===== config.mk =====
export PLATFORM = sky130hd
export DESIGN_NAME = consistent_hash_ring
export DESIGN_NICKNAME = d
export VERILOG_FILES = /design/src/hdl/chr_pkg.sv /design/src/hdl/chr_ram.sv /design/src/hdl/consistent_hash_ring.sv
export SDC_FILE = /design/constraint.sdc
export NUM_CORES = 2
export LEC_CHECK = 0
export BUFFER_PORTS_ARGS = -buffer_cell sky130_fd_sc_hd__buf_2
export CAP_MARGIN = 25
export CORE_ASPECT_RATIO = 0.8
export CORE_UTILIZATION = 60
export DETAILED_ROUTE_END_ITERATION = 10
export PLACE_DENSITY = 0.76
export RECOVER_POWER = 25
export SLEW_MARGIN = 20
export SYNTH_ARGS = -nofsm -noshare
export SYNTH_HDL_FRONTEND = slang
export SYNTH_SLANG_ARGS = --single-unit

===== constraint.sdc =====
create_clock -name aclk -period 11.7 [get_ports aclk]
set_clock_uncertainty 0.05 [all_clocks]
set_input_delay 2.925 -clock aclk [delete_from_list [all_inputs] [get_ports aclk]]
set_output_delay 2.925 -clock aclk [all_outputs]
set_load 0.02 [all_outputs]

===== src/hdl/chr_pkg.sv =====
// Package: operation and status codes, scan state type for the hash ring.
`timescale 1ns / 1ps
`default_nettype none
package chr_pkg;
    localparam int RING_ENTRIES_DEF = 64;
    localparam int NODE_ID_BITS_DEF = 16;
    localparam int KEY_W = 32;
    localparam int NODE_W = 16;
    localparam int OP_W = 3;
    localparam int STATUS_W = 2;

    localparam logic [OP_W-1:0] OP_REGISTER = 3'd0;
    localparam logic [OP_W-1:0] OP_SELECT   = 3'd1;
    localparam logic [OP_W-1:0] OP_DEL_VAL  = 3'd2;
    localparam logic [OP_W-1:0] OP_DEL_KEY  = 3'd3;
    localparam logic [OP_W-1:0] OP_CLEAR    = 3'd4;

    localparam logic [STATUS_W-1:0] ST_OK    = 2'd0;
    localparam logic [STATUS_W-1:0] ST_FULL  = 2'd1;
    localparam logic [STATUS_W-1:0] ST_ABSENT = 2'd2;

    typedef enum logic [2:0] {
        S_IDLE,
        S_SCAN,
        S_LAST,
        S_FIX,
        S_NODE,
        S_DONE
    } state_t;
endpackage
`default_nettype wire


===== src/hdl/chr_ram.sv =====
// Generic single-port write, single-port read RAM with registered read data.
`timescale 1ns / 1ps
`default_nettype none
module chr_ram #(
    parameter int WIDTH = 32,
    parameter int DEPTH = 64
) (
    input  wire logic                     aclk,
    input  wire logic                     we,
    input  wire logic [$clog2(DEPTH)-1:0] waddr,
    input  wire logic [WIDTH-1:0]         wdata,
    input  wire logic [$clog2(DEPTH)-1:0] raddr,
    output logic      [WIDTH-1:0]         rdata
);
    logic [WIDTH-1:0] mem [DEPTH];

    always_ff @(posedge aclk) begin
        if (we) begin
            mem[waddr] <= wdata;
        end
        rdata <= mem[raddr];
    end
endmodule
`default_nettype wire


===== src/hdl/consistent_hash_ring.sv =====
// Top level: consistent hash ring lookup table over key and node memories.
//
//  Channel | Dir | tdata fields (low bit first)                 | tuser
//  s_axis  | in  | operation[2:0], ring_key[34:3], node_id[50:35]| -
//  m_axis  | out | found[0], selected_node[16:1], status[18:17] | -
//
// Each request sweeps all RING_ENTRIES slots through the key memory read
// port, one slot a cycle; a select then also reads the node memory of the
// chosen slot. No new request is taken until the previous one is done.
// The single read port of the key memory sets the sweep rate.
// Reset clears all valid bits at once; memories are not cleared.
// A held result stalls the next request only until m_axis_tready.
`timescale 1ns / 1ps
`default_nettype none
module consistent_hash_ring
    import chr_pkg::*;
#(
    parameter int RING_ENTRIES = RING_ENTRIES_DEF,
    parameter int NODE_ID_BITS = NODE_ID_BITS_DEF
) (
    input  wire logic        aclk,
    input  wire logic        aresetn,
    input  wire logic        s_axis_tvalid,
    output logic             s_axis_tready,
    // operation[2:0], ring_key[34:3], node_id[50:35], zero fill
    input  wire logic [55:0] s_axis_tdata,
    output logic             m_axis_tvalid,
    input  wire logic        m_axis_tready,
    // found[0], selected_node[16:1], status[18:17], zero fill
    output logic [23:0]      m_axis_tdata
);
    localparam int AW = $clog2(RING_ENTRIES);

    state_t state_reg, state_next;

    // latched request
    logic [OP_W-1:0]         op_reg;
    logic [KEY_W-1:0]        key_reg;
    logic [NODE_ID_BITS-1:0] node_reg;

    // scan pointers: rd_idx is address issued, cmp_idx is data returning
    logic [AW:0]   rd_idx_reg;
    logic [AW-1:0] cmp_idx_reg;
    logic          cmp_vld_reg;

    logic [RING_ENTRIES-1:0] valid_reg;

    // scan results
    logic          hit_reg;      // key match
    logic [AW-1:0] hit_idx_reg;
    logic          up_reg;
    logic [AW-1:0] up_idx_reg;
    logic [KEY_W-1:0] up_key_reg;
    logic          low_reg;
    logic [AW-1:0] low_idx_reg;
    logic [KEY_W-1:0] low_key_reg;
    logic          any_reg;      // any valid or any node match

    // result holding register
    logic                    out_vld_reg;
    logic                    found_reg;
    logic [NODE_W-1:0]       sel_reg;
    logic [STATUS_W-1:0]     status_reg;

    // memories
    logic                    key_we;
    logic [AW-1:0]           key_waddr;
    logic [AW-1:0]           key_raddr;
    logic [KEY_W-1:0]        key_rdata;
    logic                    node_we;
    logic [AW-1:0]           node_raddr;
    logic [NODE_ID_BITS-1:0] node_rdata;

    logic [AW-1:0] free_idx;
    logic          free_any;

    chr_ram #(.WIDTH(KEY_W), .DEPTH(RING_ENTRIES)) u_keys (
        .aclk(aclk), .we(key_we), .waddr(key_waddr), .wdata(key_reg),
        .raddr(key_raddr), .rdata(key_rdata)
    );

    chr_ram #(.WIDTH(NODE_ID_BITS), .DEPTH(RING_ENTRIES)) u_nodes (
        .aclk(aclk), .we(node_we), .waddr(key_waddr), .wdata(node_reg),
        .raddr(node_raddr), .rdata(node_rdata)
    );

    wire logic s_acc = s_axis_tvalid && s_axis_tready;
    wire logic m_acc = m_axis_tvalid && m_axis_tready;
    wire logic cur_v = cmp_vld_reg && valid_reg[cmp_idx_reg];
    wire logic upd_done = (state_reg == S_FIX);

    // lowest free slot: priority pick over the valid bits
    always_comb begin
        free_idx = '0;
        free_any = 1'b0;
        for (int i = RING_ENTRIES - 1; i >= 0; i--) begin
            if (!valid_reg[i]) begin
                free_idx = AW'(i);
                free_any = 1'b1;
            end
        end
    end

    // in scan, node memory follows the key address so both return together
    assign key_raddr  = rd_idx_reg[AW-1:0];
    assign node_raddr = (state_reg == S_FIX) ? (up_reg ? up_idx_reg : low_idx_reg)
                                             : rd_idx_reg[AW-1:0];
    assign key_waddr  = hit_reg ? hit_idx_reg : free_idx;
    assign key_we  = upd_done && (op_reg == OP_REGISTER) && (hit_reg || free_any);
    assign node_we = key_we;

    // next state
    always_comb begin
        state_next = state_reg;
        unique case (state_reg)
            S_IDLE: if (s_acc) state_next = S_SCAN;
            S_SCAN: if (rd_idx_reg == (AW+1)'(RING_ENTRIES - 1)) state_next = S_LAST;
            S_LAST: state_next = S_FIX;
            S_FIX:  state_next = (op_reg == OP_SELECT) ? S_NODE : S_DONE;
            S_NODE: state_next = S_DONE;
            S_DONE: if (!out_vld_reg || m_acc) state_next = S_IDLE;
            default: state_next = S_IDLE;
        endcase
    end

    // outputs of the controller
    always_comb begin
        s_axis_tready = (state_reg == S_IDLE) && (!out_vld_reg || m_acc);
    end

    always_ff @(posedge aclk) begin
        if (!aresetn) begin
            state_reg   <= S_IDLE;
            valid_reg   <= '0;
            out_vld_reg <= 1'b0;
            cmp_vld_reg <= 1'b0;
            rd_idx_reg  <= '0;
        end else begin
            state_reg <= state_next;
            if (m_acc) out_vld_reg <= 1'b0;
            if (s_acc) begin
                op_reg      <= s_axis_tdata[2:0];
                key_reg     <= s_axis_tdata[34:3];
                node_reg    <= NODE_ID_BITS'(s_axis_tdata[50:35]);
                rd_idx_reg  <= '0;
                cmp_vld_reg <= 1'b0;
                hit_reg <= 1'b0; up_reg <= 1'b0; low_reg <= 1'b0; any_reg <= 1'b0;
            end
            if (state_reg == S_SCAN) begin
                rd_idx_reg <= rd_idx_reg + 1'b1;
            end
            // advance compare stage one slot behind the address
            if (state_reg == S_SCAN || state_reg == S_LAST) begin
                cmp_vld_reg <= (state_reg == S_SCAN);
                cmp_idx_reg <= rd_idx_reg[AW-1:0];
            end
            if ((state_reg == S_SCAN || state_reg == S_LAST) && cur_v) begin
                if (key_rdata == key_reg) begin
                    hit_reg <= 1'b1; hit_idx_reg <= cmp_idx_reg;
                end
                if (op_reg != OP_DEL_VAL) any_reg <= 1'b1;
                if (!low_reg || key_rdata < low_key_reg) begin
                    low_reg <= 1'b1; low_idx_reg <= cmp_idx_reg; low_key_reg <= key_rdata;
                end
                if (key_rdata > key_reg && (!up_reg || key_rdata < up_key_reg)) begin
                    up_reg <= 1'b1; up_idx_reg <= cmp_idx_reg; up_key_reg <= key_rdata;
                end
            end
            // delete by value runs on the node memory in step with the scan
            if ((state_reg == S_SCAN || state_reg == S_LAST) && cur_v
                    && op_reg == OP_DEL_VAL && node_rdata == node_reg) begin
                valid_reg[cmp_idx_reg] <= 1'b0;
                any_reg <= 1'b1;
            end
            if (upd_done) begin
                found_reg  <= 1'b0;
                sel_reg    <= '0;
                status_reg <= ST_OK;
                unique case (op_reg)
                    OP_REGISTER: begin
                        if (hit_reg || free_any) valid_reg[key_waddr] <= 1'b1;
                        else status_reg <= ST_FULL;
                    end
                    OP_SELECT: begin
                        found_reg <= low_reg;
                        if (!low_reg) status_reg <= ST_ABSENT;
                    end
                    OP_DEL_VAL: begin
                        found_reg <= any_reg;
                        if (!any_reg) status_reg <= ST_ABSENT;
                    end
                    OP_DEL_KEY: begin
                        found_reg <= hit_reg;
                        if (hit_reg) valid_reg[hit_idx_reg] <= 1'b0;
                        else status_reg <= ST_ABSENT;
                    end
                    OP_CLEAR: begin
                        found_reg <= any_reg;
                        valid_reg <= '0;
                    end
                    default: ;
                endcase
                if (op_reg != OP_SELECT) out_vld_reg <= 1'b1;
            end
            if (state_reg == S_NODE) begin
                if (low_reg) sel_reg <= NODE_W'(node_rdata);
                out_vld_reg <= 1'b1;
            end
        end
    end

    assign m_axis_tvalid = out_vld_reg && (state_reg == S_DONE || state_reg == S_IDLE);
    assign m_axis_tdata  = {5'd0, status_reg, sel_reg, found_reg};

`ifndef SYNTH
    a_no_accept_busy: assert property (@(posedge aclk) disable iff (!aresetn)
        s_acc |-> state_reg == S_IDLE) else $error("request taken while busy");
    a_full_status: assert property (@(posedge aclk) disable iff (!aresetn)
        (m_axis_tvalid && status_reg == ST_FULL) |-> !found_reg)
        else $error("full with found");
    a_out_held: assert property (@(posedge aclk) disable iff (!aresetn)
        (m_axis_tvalid && !m_axis_tready) |=> m_axis_tvalid)
        else $error("result dropped");
`endif
endmodule
`default_nettype wire


== Yosys cells after proc, flatten, opt, wreduce, memory -nomap -nowiden ==
Memory sizes are Yosys's and may differ from the RTL's. A register that Yosys moved wholly into a read port is not among the register bits.
Index checks and enable logic that the tools add are counted.
Operators by class
  add/subtract/negate cells: 1
  $lt $le $gt $ge: 9
  equal/unequal tests: 17
  mux-type cells: 181
  bitwise operators: 5
  reductions and logical operators: 35
Operators with widths (count)
  6-bit two-way mux: 67
  64-bit two-way mux: 5
  64-bit case mux with 3 select lines: 1
  64-bit bitwise AND: 2
  64-bit inverter: 2
  1-bit two-way mux: 90
  32-bit less-than comparator: 2
  64-bit bitwise OR: 1
  16-bit two-way mux: 3
  32-bit equality test: 1
  32-bit > comparator: 1
  6-bit by 7-bit less-than comparator with 1-bit output (second input constant): 3
  1-bit demux with 6-bit select: 3
  6-bit by 1-bit greater-or-equal comparator with 1-bit output (second input constant): 3
  3-bit case mux with 6 select lines: 1
  16-bit equality test: 1
  1-bit logical AND: 14
  7-bit two-way mux: 2
  3-bit by 2-bit equality test with 1-bit output (second input constant): 4
  3-bit AND reduction: 4
  3-bit equality test (second input constant): 3
  3-bit two-way mux: 3
  2-bit case mux with 4 select lines: 1
  7-bit by 1-bit adder with 7-bit output (second input constant): 1
  14 further kinds: 30
Word-level totals
  register bits after elaboration: 238
  RAM bits: 3072
  input bits: 60
  output and inout bits: 26
  logic and storage cells: 271
  memories kept: 2
Memory list
  u_keys.mem: words 64, bits a word 32, rd ports 1, clocked after memory_dff 1, wr ports 1, line chr_ram.sv:15  | logic [WIDTH-1:0] mem [DEPTH];
  u_nodes.mem: words 64, bits a word 16, rd ports 1, clocked after memory_dff 1, wr ports 1, line chr_ram.sv:15

== Longest topological paths before layout ==
  word-level depth: 73
  gate-level depth with buffers: 11
  mapped depth without buffers: 10

== Modules after synthesis ==
From an unflattened synthesis, not the netlist that was laid out.
Second synthesis, totals
  cell total of the unflattened synthesis: 6722
  area total of the unflattened synthesis: 133135.2 um^2
Modules (own cells, without submodules)
  chr_ram at u_keys: times used 1, cells each 3324, area an instance 78515.3 um^2, sequential area each 62139.6 um^2
  chr_ram at u_nodes: times used 1, cells each 1829, area an instance 40042.2 um^2, sequential area each 31069.8 um^2
  consistent_hash_ring: times used 1, cells each 1569, area an instance 14577.7 um^2, sequential area each 6386.1 um^2

== Worst setup path after synthesis ==
OpenSTA, ideal clock, no wires.
  path kind: in2reg
  start: in aresetn
  end: reg up_idx_reg[0], enable pin
  setup time: 0.542 ns
  arrival time: 7.491 ns
  required time: 11.108 ns
  setup slack: 3.617 ns
  cell stages on the path: 4
  buffers on the path: 1
  path through: inv_1 clkbuf_1 or2_2 nor4b_1
Between the ends
  cells in the longest elaborated chain, start to end: 1
Ends and longest elaborated chain
  start: declaration: line consistent_hash_ring.sv:22  | input wire logic aresetn,
  3-bit AND reduction (no source line)
  end signal: assignment: line consistent_hash_ring.sv:166  | up_reg <= 1'b1; up_idx_reg <= cmp_idx_reg; up_key_reg <= key_rdata;
  end: declaration: line consistent_hash_ring.sv:52  | logic [AW-1:0] up_idx_reg;
Every way passes these cells.
A chain may end at the register's enable or synchronous reset.

== Final worst setup path ==
  start: in m_axis_tready
  end: out s_axis_tready
Between the ends
  cells in the longest elaborated chain, start to end: 3
Ends and longest elaborated chain
  start: declaration: line consistent_hash_ring.sv:28  | input wire logic m_axis_tready,
  1-bit logical AND: line consistent_hash_ring.sv:88  | wire logic m_acc = m_axis_tvalid && m_axis_tready;
  1-bit logical OR: line consistent_hash_ring.sv:128  | s_axis_tready = (state_reg == S_IDLE) && (!out_vld_reg || m_acc);
  1-bit logical AND: line consistent_hash_ring.sv:128
  end: declaration: line consistent_hash_ring.sv:24  | output logic s_axis_tready,
Every way passes these cells.

==> results.py <==
metrics = {
    "run_status": {
        "status": "complete, but fails checks",
        "violations": "max-capacitance violations, max-slew violations",
    },
    "setup_path": {
        "critPathLaunchType": "input pin",
        "slowest_delay_ns": 0.37,
        "required_ns": 8.73,
        "critPathCaptureType": "output pin",
        "criticalPathCategory": "in -> out",
        "path_cells": "buf_2 > a21boi_0 > nor2b_1 > buf_2",
        "worst_ep_arrival_time_ns": 3.83,
        "crit_slowest_cell": "a21boi_0",
        "path_common_cell": "buf_2",
        "crit_fanout": 4,
    },
    "route": {
        "wl_per_cell_um": 38.5,
        "drc": 0,
        "vias_per_cell": 7.24,
        "ant_nets": 0,
        "drt_iter0_drc": 12500,
        "vias": 69800,
        "drt-total-wl_um": 371000,
        "dr.pass1.iters": 8,
    },
    "finish": {
        "largest_reg_flops": 2048,
        "syn_to_final_growth_pct": 11.6,
        "fill_cells": 12900,
        "drive_gt1_share_pct": 24.9,
        "fin_util_pct": 67.7,
        "fin_nets": 6695,
        "fin_cells": 9638,
    },
    "clock_network": {
        "cts_buffer_depth": 4,
        "cts_root_buffer": "clkbuf_16",
        "cts_buffers": 318,
        "cts_tree": "yes",
        "clk_pin_slew_ns": 0.05,
        "cts_resized": 0,
        "hold_buffers": 0,
        "cts.sinks": 3358,
        "clock_latency_ns": 0.90,
        "post-cts-setup-buffer-count": 0,
        "h-tree-depth": 5,
    },
    "die": {
        "design.portCount": 86,
        "die-area_mm2": 0.219,
        "rows": 152,
        "core_mm2": 0.215,
        "die_h_um": 419,
        "start_util_pct": 60.6,
        "die_w_um": 524,
    },
    "timing": {
        "hold_slack_ns": 0.467,
        "period_needed_ns": 6.80,
        "hold_viol_final": 0,
        "setup_tns_ns": 0,
        "tightest_slew_ns": 3.27,
        "fin_crit_sh_pct": 58.1,
        "rsz0062_at_grt": "false",
        "slew_violations": 2207,
        "fmax_mhz": 147,
        "relSlewSlack_pct": -118,
        "setup_violations": 0,
    },
    "pwr": {
        "leakagePower_uw": 0.0452,
        "finalPower_uw": 25600,
        "powerDensity_mw_per_mm2": 176,
        "irDropWorstVdd_mv": 0.198,
    },
    "yosys": {
        "netlist_instances": 6252,
        "syn-mean-instance-area_um2": 20.9,
        "async_flop_share_pct": 0,
        "ys.flop_type": "edfxtp_1",
        "synth-edff-count": 3234,
        "synth-seq-cells": 3358,
        "yosysWarningCount": 0,
        "yosysSeqAreaShare_pct": 76.3,
        "synth_cell_type_count": 71,
        "netlist_area_mm2": 0.131,
    },
    "placed_design": {
        "io_buffers": 75,
        "gp_congestion": 0.922,
        "dp_hpwl_um": 194000,
        "dp_cells": 9059,
    },
    "grt": {
        "grt_max_degree": 176,
        "antenna_found_initial": 13,
        "grt_use_total_pct": 34.2,
        "grt_pass1_wl_um": 515000,
        "grt-ovfl-total": 0,
        "first_global_vias": 68400,
    },
    "job": {
        "maxCapViolCount": 36,
    },
    "worst_hold_path": {
        "hold_class": "reg -> reg",
    },
}
[final timing paths]
check | from | endpoint | slack (ns) | depth (start not counted)
worst min-delay path | valid_reg[44] | valid_reg[44] | 0.47 | 2
worst max register to register | node_reg[10] | valid_reg[23] | 5.44 | 8
worst min register to register | valid_reg[44] | valid_reg[44] | 0.47 | 2
worst max-delay path | m_axis_tready | s_axis_tready | 4.90 | 4
[cell families (layout without fill, tap and decap cells)]
family	Yosys count	count (layout)	synth area share (%)
and+or+nand+nor	781	781	2.79
other	1	7	0.00287
buffers and inverters	434	965	1.37
AOI/OAI and AO/OA	687	687	3.55
DFF	3358	3358	76.3
xor gates and xnor gates	18	18	0.121
muxes	878	878	15.0
adders and majority gates	95	95	0.910
[area by class of cell]
class,count,area (um^2),area share (%)
Sequential cell,3358,99600,68.4
Multi-Input combinational cell,2464,29800,20.5
Clock inverter,158,1640,1.13
Inverter,119,454,0.312
Timing Repair Buffer,279,2090,1.43
Clock buffer,409,8560,5.87
Tap cell,2849,3560,2.45
Antenna cell,2,5.00,0.00343
[stage by stage]
stage	worst slack, ns	area [um^2]
2_1_floorplan	3.62	131000
3_3_place_gp	4.93	135000
3_5_place_dp	4.89	135000
4_1_cts	4.89	146000
5_1_grt	4.86	146000
6_report	4.90	146000
[worst max-delay path: cells and delay by family]
family | cells | cell delay, ns
buffers and inverters | 2 | 0.33
AND/OR/NAND/NOR | 1 | 0.20
AO/OA/AOI/OAI | 1 | 0.37
[power by group]
part	internal, uW	total (uW)	switching [uW]
Combinational	834	1900	1070
Sequential	13300	13400	104
Clock	5830	10300	4490
[cells in the mapped netlist, drive strengths merged, types with 15 or more instances]
master  instances  area share (%)
or4            22            0.13
o22ai          45            0.22
ha             95            0.91
nor2          163            0.47
nand3          72            0.28
nand2b         15           0.072
dfxtp         124             1.9
nand2         313            0.90
clkbuf        184            0.53
a21o           19            0.11
a22o           18            0.12
nand4          37            0.18
inv           119            0.34
o211ai         50            0.29
buf           131            0.50
a32oi          32            0.21
mux4          859              15
nor2b          28            0.13
a22oi          66            0.38
nor3           27            0.10
o21ai         133            0.51
or2            39            0.19
a21oi          67            0.26
edfxtp       3234              74
a31oi          98            0.47
a211oi         89            0.51
[placed cells by master, fill, tap and decap left out, types with 32 or more instances in the layout]
cell type	instances
a211oi_1	88
a21oi_1	66
a22oi_1	66
a31oi_1	98
a32oi_1	32
buf_2	75
buf_4	139
clkbuf_1	106
clkbuf_16	323
clkinv_1	53
clkinv_2	45
dfxtp_1	121
edfxtp_1	3234
ha_1	95
inv_1	117
mux4_2	859
nand2_1	311
nand3_1	69
nand4_1	37
nor2_1	80
nor2_4	67
o211ai_1	50
o21ai_0	122
o22ai_1	45
or2_2	36
[routing by layer]
metal	GRT usage [%]	part of all wire, %	wire length (um)	vias up
li1	-	-	-	26700
met1	48.9	36	133000	36100
met2	50.4	45	167000	5998
met3	8.96	14	53400	925
met4	14.5	4.7	17500	6
met5	0	0.0089	33	-
(Power assumes the default switching activity.)
